==> config.mk <==
export PLATFORM = sky130hd
export DESIGN_NAME = twbh_div
export DESIGN_NICKNAME = d
export VERILOG_FILES = /design/src/rtl/twbh_pkg.sv /design/src/rtl/twbh_div.sv
export SDC_FILE = /design/constraint.sdc
export NUM_CORES = 1
export LEC_CHECK = 0
export BUFFER_PORTS_ARGS = -buffer_cell sky130_fd_sc_hd__buf_2
export CORE_MARGIN = 2
export CORE_UTILIZATION = 35
export CTS_BUF_LIST = sky130_fd_sc_hd__clkbuf_8 sky130_fd_sc_hd__clkbuf_16
export DETAILED_ROUTE_END_ITERATION = 7
export PLACE_DENSITY = 0.5
export SLEW_MARGIN = 20
export SYNTH_ARGS = -nofsm -noshare
export SYNTH_HDL_FRONTEND = slang
export SYNTH_SLANG_ARGS = --single-unit
==> constraint.sdc <==
create_clock -name clk_i -period 9.9 [get_ports clk_i]
set_input_delay 0.99 -clock clk_i [delete_from_list [all_inputs] [get_ports clk_i]]
set_output_delay 0.99 -clock clk_i [all_outputs]
set_load 0.02 [all_outputs]
==> src/rtl/twbh_pkg.sv <==
// ----------------------------------------------------------------------------
// twbh_pkg
// Shared widths, request codes and bus types of the time weighted histogram.
// ----------------------------------------------------------------------------
`default_nettype none

package twbh_pkg;

  // number of bins
  localparam int BUCKETS = 128;
  localparam int BIN_W   = (BUCKETS > 1) ? $clog2(BUCKETS) : 1;
  localparam int Q_W     = BIN_W + 1;

  // field widths
  localparam int REQ_W  = 2;
  localparam int POS_W  = 14;
  localparam int BPM_W  = 9;
  localparam int DT_W   = 16;
  localparam int SEL_W  = 7;
  localparam int IDX_W  = 7;
  localparam int AVG_W  = 17;
  localparam int CNT_W  = 8;
  localparam int W_W    = BPM_W + DT_W;

  // accumulator widths
  localparam int BIN_WSUM_W = 48;
  localparam int BIN_DUR_W  = 40;
  localparam int TOT_WSUM_W = 56;
  localparam int TOT_DUR_W  = 48;

  // request codes
  localparam logic [REQ_W-1:0] REQ_RECORD = 2'd0;
  localparam logic [REQ_W-1:0] REQ_READ   = 2'd1;
  localparam logic [REQ_W-1:0] REQ_CLEAR  = 2'd2;

  // full scale position and bin mapping by reciprocal multiply
  localparam logic [POS_W-1:0] FULL_POS = 14'd10000;
  localparam int X_W       = 24;
  localparam int RECIP_SH  = 38;
  localparam int RECIP_W   = 25;
  localparam logic [RECIP_W-1:0] RECIP =
      RECIP_W'((64'd1 << RECIP_SH) / 64'd10000);

  // averages are in 1/256 units and limited to the largest rate
  localparam int AVG_FRAC = 8;
  localparam int RATE_MAX = (1 << BPM_W) - 1;
  localparam logic [AVG_W-1:0] AVG_MAX = AVG_W'(RATE_MAX * (1 << AVG_FRAC));

  // divider widths
  localparam int DIV_NUM_W = TOT_WSUM_W;
  localparam int DIV_DEN_W = TOT_DUR_W;
  localparam int DIV_LIM_W = DIV_DEN_W + BPM_W;
  localparam int DIV_CNT_W = $clog2(AVG_W);

  // one bin of the store
  typedef struct packed {
    logic [BIN_WSUM_W-1:0] wsum;
    logic [BIN_DUR_W-1:0]  dur;
  } bin_entry_t;

  typedef struct packed {
    logic             en;
    logic [BIN_W-1:0] addr;
    bin_entry_t       data;
  } ram_wr_t;

  typedef struct packed {
    logic             en;
    logic [BIN_W-1:0] addr;
  } ram_rd_t;

  typedef struct packed {
    logic                 start;
    logic [DIV_NUM_W-1:0] num;
    logic [DIV_DEN_W-1:0] den;
  } div_req_t;

  typedef struct packed {
    logic             done;
    logic [AVG_W-1:0] quot;
  } div_rsp_t;

endpackage

`default_nettype wire

==> src/rtl/twbh_div.sv <==
// ----------------------------------------------------------------------------
// twbh_div
// Iterative divider: floor(num*256/den), limited to the largest average.
// ----------------------------------------------------------------------------
`default_nettype none

module twbh_div import twbh_pkg::*; (
  input  logic     clk_i,
  input  logic     rst_ni,
  input  div_req_t req_i,
  output div_rsp_t rsp_o
);

  typedef enum logic [1:0] {D_IDLE, D_SCALE, D_CHECK, D_ITER} state_e;

  state_e                 state_q;
  logic [DIV_NUM_W-1:0]   num_q;
  logic [DIV_DEN_W-1:0]   den_q;
  logic [DIV_LIM_W-1:0]   lim_q;
  logic [DIV_DEN_W-1:0]   rem_q;
  logic [AVG_W-1:0]       lo_q;
  logic [AVG_W-1:0]       quot_q;
  logic [DIV_CNT_W-1:0]   cnt_q;
  logic                   done_q;

  logic [DIV_DEN_W:0]     trial;
  logic [DIV_DEN_W:0]     diff;
  logic                   ge;

  // one restoring step per cycle
  assign trial = {rem_q, lo_q[AVG_W-1]};
  assign diff  = trial - {1'b0, den_q};
  assign ge    = (trial >= {1'b0, den_q});

  always_ff @(posedge clk_i or negedge rst_ni) begin
    if (!rst_ni) begin
      state_q <= D_IDLE;
      num_q   <= '0;
      den_q   <= '0;
      lim_q   <= '0;
      rem_q   <= '0;
      lo_q    <= '0;
      quot_q  <= '0;
      cnt_q   <= '0;
      done_q  <= 1'b0;
    end else begin
      done_q <= 1'b0;
      unique case (state_q)
        D_IDLE: begin
          if (req_i.start) begin
            num_q   <= req_i.num;
            den_q   <= req_i.den;
            state_q <= D_SCALE;
          end
        end
        // quotient reaches the limit exactly when num >= den * max rate
        D_SCALE: begin
          lim_q   <= DIV_LIM_W'(den_q) * DIV_LIM_W'(RATE_MAX);
          state_q <= D_CHECK;
        end
        D_CHECK: begin
          cnt_q <= '0;
          priority if (den_q == '0) begin
            quot_q  <= '0;
            done_q  <= 1'b1;
            state_q <= D_IDLE;
          end else if (DIV_LIM_W'(num_q) >= lim_q) begin
            quot_q  <= AVG_MAX;
            done_q  <= 1'b1;
            state_q <= D_IDLE;
          end else begin
            // high part is below den since the quotient fits AVG_W bits
            rem_q   <= DIV_DEN_W'(num_q >> (AVG_W - AVG_FRAC));
            lo_q    <= {num_q[AVG_W-AVG_FRAC-1:0], {AVG_FRAC{1'b0}}};
            quot_q  <= '0;
            state_q <= D_ITER;
          end
        end
        D_ITER: begin
          rem_q  <= ge ? diff[DIV_DEN_W-1:0] : trial[DIV_DEN_W-1:0];
          lo_q   <= {lo_q[AVG_W-2:0], 1'b0};
          quot_q <= {quot_q[AVG_W-2:0], ge};
          cnt_q  <= cnt_q + 1'b1;
          if (cnt_q == DIV_CNT_W'(AVG_W - 1)) begin
            done_q  <= 1'b1;
            state_q <= D_IDLE;
          end
        end
        default: state_q <= D_IDLE;
      endcase
    end
  end

  assign rsp_o.done = done_q;
  assign rsp_o.quot = quot_q;

endmodule

`default_nettype wire

==> results of run 1 <==
[kinds of logic after synthesis]
| group | count (synthesis) |
|---|---|
| AND/OR/NAND/NOR | 504 |
| adder cells (fa/ha/maj) | 438 |
| multiplexers | 155 |
| AO/OA/AOI/OAI | 571 |
| XOR/XNOR | 82 |
| flip-flops | 243 |
| buffers and inverters | 573 |
[worst register-to-register path: stages, from the launching register on]
cell and delay, ns:
dfrtp_1 0.46, fa_1 0.64, inv_1 0.12, fa_1 0.54
inv_1 0.05, fa_1 0.47, inv_1 0.06, fa_1 0.54
inv_1 0.04, ha_1 0.43, nand4_1 0.21, nor4b_2 0.30
a32o_1 0.17, a31o_2 0.13, o31ai_1 0.07, buf_4 0.17
nor4_2 0.44, o21bai_1 0.14, a2111oi_1 0.63, nor4_1 0.10
o31ai_1 0.24
[final cells by class]
cell class / instances / area [sq um] / area share
antenna: 1 / 2.50 / 0.0000948
sequential: 243 / 6080 / 0.230
inverter: 471 / 1770 / 0.0670
clock buffer: 43 / 986 / 0.0374
tap: 873 / 1090 / 0.0414
clock inverter: 18 / 183 / 0.00692
multi-input combinational: 1750 / 15600 / 0.590
timing repair buffer: 133 / 714 / 0.0271
[cells in the mapped netlist (8+ instances only)]
cell type	count
inv_1	471
nand2_1	254
dfrtp_1	243
fa_1	232
ha_1	206
o21ai_0	180
a21oi_1	130
mux2_2	94
clkbuf_1	73
a21o_1	70
nor2_1	70
mux2i_1	61
xnor2_1	50
nand4_1	47
nand3_1	35
o21ai_1	34
xor2_1	32
o21bai_1	24
nor3_1	22
o21a_1	17
and3_1	13
buf_2	13
nor2b_1	12
o211ai_1	11
nand2b_1	10
o31ai_1	9
a22o_1	8
nor4_1	8
or3_1	8
[metal layers]
metal  track usage  up-vias  wire length, microns
li1              -     8633                     -
met1         0.264     8771                 30800
met2         0.324      386                 31200
met3        0.0330      121                  2810
met4        0.0742        0                  2710
met5             0        -                     0
[sequential cells by signal (all words and copies together), names as in the netlist]
signal / flops
cnt_q: 5
lim_q: 57
state_q: 2
done_q: 1
den_q: 48
quot_q: 17
rem_q: 48
lo_q: 9
num_q: 56
[worst paths after layout]
path                             end  cells after the start
setup / recovery           lim_q[55]                     20
hold / removal             num_q[10]                      1
setup reg to reg           lim_q[55]                     20
hold reg to reg             lo_q[14]                      2
max in group asynchronous  rem_q[26]                      2
min in group clk_i          lo_q[14]                      2
[per-stage QoR]
stage	setup slack [ns]	hold WS (ns)
3_5_place_dp	3.87	0.469
5_1_grt	3.49	0.444
3_3_place_gp	3.93	0.463
6_report	3.84	0.396
4_1_cts	3.86	0.414
2_1_floorplan	4.70	0.449
==> insert_results.sql, run 1 <==
INSERT INTO impl_metrics (metric_group, metric, value, unit) VALUES
('setup_path', 'critical_path.endpoint_type', 'flip-flop', ''),
('setup_path', 'critPathMaxStageDelay', '0.64', 'ns'),
('cells_and_area', 'mostFrequentLayoutCells', '476 x inv_1, 252 x nand2_1, 243 x dfrtp_1', ''),
('status', 'status', 'complete, no violations', ''),
('cells_and_area', 'layout_commonest_cell', 'inv_1', ''),
('floorplan', 'fp.dieArea', '70200', 'sq um'),
('floorplan', 'placeableCoreArea', '67300', 'sq um'),
('clocking', 'cts_post_setup_buffers_inserted', '0', ''),
('logic_synthesis', 'yosysTopAreaCell', 'dfrtp_1', ''),
('logic_synthesis', 'synth_seq_area_share', '0.255', ''),
('grt', 'grt_overflow_total', '0', ''),
('setup_path', 'startpoint_of_the_most_critical_register_to_register_path', 'den_q[17]', ''),
('cells_and_area', 'drive_above_1_share', '0.119', ''),
('floorplan', 'std_cell_rows', '95', ''),
('clocking', 'h-tree-depth', '2', ''),
('floorplan', 'top_level_ports', '125', ''),
('grt', 'first_global_vias', '19145', ''),
('place', 'dpl.hpwl', '54400', 'microns'),
('timing', 'drv_slew', '0', ''),
('setup_path', 'critPathMaxFanout', '8', ''),
('clocking', 'cts_tree', 'yes', ''),
('logic_synthesis', 'synthArstFlopShare', '1.00', ''),
('logic_synthesis', 'synth-compound-area-share', '0.151', ''),
('logic_synthesis', 'muxShareOfSynthArea', '0.0700', ''),
('clocking', 'path_clk_slew', '0.06', 'ns'),
('cells_and_area', 'postLayoutCoreUtil', '0.392', ''),
('detailed_routing', 'vias', '17911', ''),
('setup_path', 'crit_path_cell_trace', 'fa_1 -> inv_1 -> fa_1 -> inv_1 -> fa_1 -> inv_1 -> fa_1 -> inv_1 -> ha_1 -> nand4_1 -> nor4b_2 -> a32o_1 -> a31o_2 -> o31ai_1 -> buf_4 -> nor4_2 -> o21bai_1 -> a2111oi_1 -> nor4_1 -> o31ai_1', ''),
('setup_path', 'startpoint_type', 'flip-flop', ''),
('cells_and_area', 'finish.instance_area', '26400', 'sq um'),
('logic_synthesis', 'synth_top_cell_area_share', '0.255', ''),
('setup_path', 'required', '10.35', 'ns'),
('timing', 'finalCritPeriodShare', '0.612', ''),
('logic_synthesis', 'synth.cell_area', '23800', 'sq um'),
('timing', 'setup_tns', '0', 'ns'),
('logic_synthesis', 'yosysUniqueCellTypes', '80', ''),
('logic_synthesis', 'netlist_instances', '2566', ''),
('grt', 'groute.usage.overall', '0.198', ''),
('clocking', 'cts.sink_count', '243', ''),
('cells_and_area', 'num-fill-cells', '6780', ''),
('logic_synthesis', 'synth_enable_flop_cells', '0', ''),
('detailed_routing', 'detail_route.drc_violations', '0', ''),
('cells_and_area', 'area_growth_syn_to_layout', '10.7', '%'),
('timing', 'setup_violations', '0', ''),
('grt', 'grt_antenna_before_repair', '0', ''),
('job', 'cap_viol_max_count', '0', ''),
('floorplan', 'die_height', '265', 'microns'),
('setup_path', 'worst_ep_arrival_time', '6.51', 'ns'),
('detailed_routing', 'via_per_inst', '5.07', ''),
('place', 'dpl_cell_area', '25200', 'sq um'),
('detailed_routing', 'drt_pre_antenna_iters', '6', ''),
('timing', 'rsz0062_at_grt', 'no', ''),
('logic_synthesis', 'post_synth_main_area_contributors', 'dfrtp_1 26%, fa_1 19%, ha_1 11%, inv_1 7.4%, mux2_2 4.4%', ''),
('logic_synthesis', 'synth_fa_ha_area_frac', '0.303', ''),
('floorplan', 'initial_utilization', '0.354', ''),
('logic_synthesis', 'synth_warn', '0', ''),
('timing', 'worst_clock_skew', '0.0175', 'ns'),
('setup_path', 'timing_worst_setup_path_type', 'reg2reg', ''),
('setup_path', 'start_point_of_the_critical_path', 'den_q[17]', ''),
('logic_synthesis', 'yosys.area_share.xor_xnor', '0.0301', ''),
('detailed_routing', 'route.detailed.wl_per_inst', '19.1', 'microns'),
('clocking', 'cts.path.max_buffers', '3', ''),
('place', 'gp_congestion', '0.915', ''),
('logic_synthesis', 'synth-seq-cells', '243', ''),
('clocking', 'numCtsBuffers', '35', ''),
('place', 'dpl.cell_count', '3470', ''),
('detailed_routing', 'drt-total-wl', '67600', 'microns'),
('timing', 'fmax', '165', 'MHz'),
('clocking', 'root_buffer', 'clkbuf_16', ''),
('grt', 'grt_start_max_net_pins', '167', ''),
('logic_synthesis', 'synth-simple-area-share', '0.0970', '');
Power of run 1 is not shown: default switching activity piles up to over one toggle a cycle in this logic, so the estimate is an artifact.
==> run 2, diff against run 1 <==
--- a/config.mk
+++ b/config.mk
@@ -5,12 +5,13 @@
 export SDC_FILE = /design/constraint.sdc
 export NUM_CORES = 1
 export LEC_CHECK = 0
+export ABC_AREA = 1
 export BUFFER_PORTS_ARGS = -buffer_cell sky130_fd_sc_hd__buf_2
 export CORE_MARGIN = 2
 export CORE_UTILIZATION = 35
 export CTS_BUF_LIST = sky130_fd_sc_hd__clkbuf_8 sky130_fd_sc_hd__clkbuf_16
 export DETAILED_ROUTE_END_ITERATION = 7
-export PLACE_DENSITY = 0.5
+export PLACE_DENSITY = 0.51
 export SLEW_MARGIN = 20
 export SYNTH_ARGS = -nofsm -noshare
 export SYNTH_HDL_FRONTEND = slang
==> constraint.sdc (replaced) <==
create_clock -name clk_i -period 4.9 [get_ports clk_i]
set_input_delay 0.49 -clock clk_i [delete_from_list [all_inputs] [get_ports clk_i]]
set_output_delay 0.49 -clock clk_i [all_outputs]
set_load 0.02 [all_outputs]
==> run 2 against run 1 <==
Effect of this change: flip-flop and latch count unchanged; utilization up 4.4 points; highest routed layer is now met5; sequential share of layout area down 4.2 points; clock skew up 0.0015 ns; critical path type unchanged; cell count up 41%; area after synthesis up 11%.
==> insert_results.sql, run 2 <==
INSERT INTO impl_metrics (metric_group, metric, value, unit) VALUES
('cells_and_area', 'drive_above_1_share', '0.205', ''),
('clocking', 'path_clk_slew', '0.06', 'ns'),
('detailed_routing', 'drt-total-wl', '94200', 'microns'),
('setup_path', 'path_delay_family', 'adder cells', ''),
('logic_synthesis', 'post_synth_main_area_contributors', 'dfrtp_1 23%, fa_1 18%, nand2_1 13%, inv_1 11%, ha_1 9.8%', ''),
('cells_and_area', 'reg_top3', 'lim_q (57), num_q (56)', ''),
('logic_synthesis', 'synth_ff_type', 'dfrtp_1', ''),
('setup_path', 'start_point_of_the_critical_path', 'den_q[22]', ''),
('logic_synthesis', 'synthArstFlopShare', '1.00', ''),
('logic_synthesis', 'synth-seq-cells', '243', ''),
('timing', 'finalCritPeriodShare', '0.971', ''),
('timing', 'timing.slew.headroom', '0.312', ''),
('detailed_routing', 'detail_route.drc_violations', '0', ''),
('timing', 'min_period', '4.76', 'ns'),
('timing', 'hold_ws', '0.161', 'ns'),
('timing', 'rsz0062_at_grt', 'yes', ''),
('status', 'status', 'complete, no violations', ''),
('logic_synthesis', 'syn_area_per_cell', '7.23', 'sq um'),
('clocking', 'root_buffer', 'clkbuf_16', ''),
('detailed_routing', 'antenna_violating_nets_post_route', '0', ''),
('timing', 'drv_slew', '0', ''),
('cells_and_area', 'area_growth_syn_to_layout', '23.4', '%'),
('logic_synthesis', 'syn_nets', '4192', ''),
('cells_and_area', 'postLayoutCoreUtil', '0.436', ''),
('floorplan', 'std_cell_rows', '100', ''),
('hold_path', 'timing.hold.worst.start', 'req_i[49]', ''),
('setup_path', 'timing_worst_setup_path_type', 'reg2reg', ''),
('clocking', 'cts_tree', 'yes', ''),
('setup_path', 'timing.critical_path.mode_cell', 'inv_1', ''),
('timing', 'worst_clock_skew', '0.0190', 'ns'),
('grt', 'grt_antenna_before_repair', '1', ''),
('logic_synthesis', 'netlist_instances', '3647', ''),
('place', 'portBuffers', '124', ''),
('hold_path', 'hold_path.class', 'in2reg', ''),
('floorplan', 'die_x', '278', 'microns'),
('detailed_routing', 'drt_pre_antenna_iters', '5', ''),
('cells_and_area', 'num-fill-cells', '7690', ''),
('detailed_routing', 'via_per_inst', '4.88', ''),
('setup_path', 'crit_path_top_delay_cell', 'fa_2', ''),
('setup_path', 'critPathMaxFanout', '4', ''),
('setup_path', 'required', '5.31', 'ns'),
('logic_synthesis', 'synth.cell_area', '26400', 'sq um'),
('grt', 'grt_start_max_net_pins', '88', ''),
('detailed_routing', 'drt_first_iter_violations', '1667', ''),
('setup_path', 'worst_ep_arrival_time', '5.17', 'ns'),
('logic_synthesis', 'synth_warn', '0', ''),
('setup_path', 'startpoint_of_the_most_critical_register_to_register_path', 'den_q[22]', ''),
('logic_synthesis', 'most_instantiated_library_cell_after_synthesis', 'nand2_1', ''),
('logic_synthesis', 'synth_common_cells', '924 x nand2_1, 802 x inv_1, 293 x nor2_1, 243 x dfrtp_1, 232 x fa_1', ''),
('setup_path', 'critical_path.endpoint_type', 'flip-flop', ''),
('logic_synthesis', 'yosysTopAreaCell', 'dfrtp_1', ''),
('logic_synthesis', 'yosysUniqueCellTypes', '43', ''),
('setup_path', 'critPathMaxStageDelay', '0.64', 'ns'),
('timing', 'finalHoldViolCount', '0', ''),
('cells_and_area', 'layout_commonest_cell', 'nand2_1', ''),
('setup_path', 'timing.critical_path.buf_inv', '7', ''),
('place', 'dpl_cell_area', '29800', 'sq um'),
('clocking', 'h-tree-depth', '2', ''),
('timing', 'worst_pin_slew', '1.02', 'ns'),
('cells_and_area', 'top_register', 'lim_q', ''),
('grt', 'first_pass_grt_wire_length', '145000', 'microns'),
('logic_synthesis', 'synth_seq_area_share', '0.231', ''),
('timing', 'fmax', '210', 'MHz'),
('cells_and_area', 'largest_register_ffs', '57', ''),
('floorplan', 'fp.dieArea', '77600', 'sq um'),
('cells_and_area', 'antenna_cells_inserted', '0', ''),
('clocking', 'clkLatencyLatePin', '0.56', 'ns'),
('place', 'dpl.hpwl', '77300', 'microns'),
('clocking', 'cts.path.max_buffers', '3', ''),
('cells_and_area', 'finish.net_count', '4543', ''),
('floorplan', 'top_level_ports', '125', ''),
('floorplan', 'initial_utilization', '0.354', ''),
('clocking', 'cts.sink_count', '243', ''),
('cells_and_area', 'mostFrequentLayoutCells', '891 x nand2_1, 771 x inv_1, 263 x buf_4', ''),
('detailed_routing', 'route.detailed.wl_per_inst', '18.9', 'microns'),
('detailed_routing', 'vias', '24332', ''),
('setup_path', 'crit_path_cell_trace', 'buf_4 -> fa_2 -> inv_1 -> fa_1 -> inv_1 -> fa_1 -> inv_1 -> fa_1 -> inv_1 -> ha_4 -> nand2_2 -> o21ai_2 -> a21oi_1 -> buf_4 -> buf_4 -> o21ai_1 -> nand2_1 -> nand3_1 -> nand2_1 -> nand3_2 -> o21ai_0', ''),
('timing', 'setup_violations', '0', ''),
('logic_synthesis', 'synth_top_cell_area_share', '0.231', ''),
('grt', 'first_global_vias', '24304', ''),
('job', 'cap_viol_max_count', '0', ''),
('logic_synthesis', 'synth_enable_flop_cells', '0', ''),
('clocking', 'numCtsBuffers', '34', ''),
('grt', 'grt_overflow_total', '0', ''),
('floorplan', 'die_height', '278', 'microns'),
('cells_and_area', 'finish.instance_area', '32500', 'sq um'),
('floorplan', 'placeableCoreArea', '74600', 'sq um'),
('grt', 'groute.usage.overall', '0.244', ''),
('place', 'gp_congestion', '0.968', ''),
('setup_path', 'startpoint_type', 'flip-flop', '');
run 2: area by class of cell:
cell class / instances / area, sq um / area share
clock inverters: 15 / 159 / 0.00488
multi-input cells: 2520 / 18300 / 0.562
inverters: 805 / 3020 / 0.0929
flip-flops and latches: 243 / 6120 / 0.188
clock buffers: 45 / 1010 / 0.0311
repair buffers: 394 / 2720 / 0.0835
well taps: 969 / 1210 / 0.0373
run 2: metrics by stage:
step	TNS (ns)	setup slack (ns)	std cells
final	0	0.143	4991
after global routing	-0.592	-0.0792	4991
after global placement	-2.65	-0.289	4900
after floorplan	0	0.440	3647
after CTS	-0.00876	-0.00876	4962
after detailed placement	-2.50	-0.261	4900
run 2: layer usage:
layer  vias up  wire length, microns  GRT usage
li1      11958                     -          -
met1     11736                 44200      0.346
met2       492                 42600      0.393
met3       144                  4090     0.0260
met4         2                  3290     0.0743
met5         -                    13          0
run 2: timing repair:
| action | in CTS | in global routing |
|---|---|---|
| endpoints found under the hold margin | 55 | 0 |
| hold buffers | 1 | 0 |
| resized for setup | 57 | 340 |
| pin swaps | 4 | 69 |
| buffers inserted | 1 | 29 |
| endpoints found under the setup margin | 37 | 44 |
run 2: worst paths after layout:
kind                            slack, ns  cells after the start   endpoint
worst max-delay path                 0.14                     21  lim_q[47]
worst min-delay path                 0.16                      2   num_q[1]
worst max register to register       0.14                     21  lim_q[47]
worst min register to register       0.48                      2  lim_q[54]
max in group asynchronous            3.09                      3  den_q[20]
min in group asynchronous            0.57                      2  quot_q[6]
run 2: kinds of logic (layout without fill, tap and decap cells):
logic type,count (synthesis),in the layout,share of synthesized area
mux,55,55,0.0235
simple gates,1591,1591,0.251
compound gates,390,390,0.0782
buf+inv,884,1259,0.127
fa+ha+maj,438,438,0.274
xor+xnor,46,46,0.0153
flops,243,243,0.231
run 2: worst reg2reg max path, stage by stage (launching register included):
cell and delay, ns:
dfrtp_2 0.44, buf_4 0.15, fa_2 0.64, inv_1 0.08
fa_1 0.53, inv_1 0.05, fa_1 0.48, inv_1 0.06
fa_1 0.54, inv_1 0.07, ha_4 0.30, nand2_2 0.12
o21ai_2 0.21, a21oi_1 0.08, buf_4 0.15, buf_4 0.13
o21ai_1 0.13, nand2_1 0.11, nand3_1 0.10, nand2_1 0.06
nand3_2 0.10, o21ai_0 0.09
Power of run 2 is left out for the same reason.
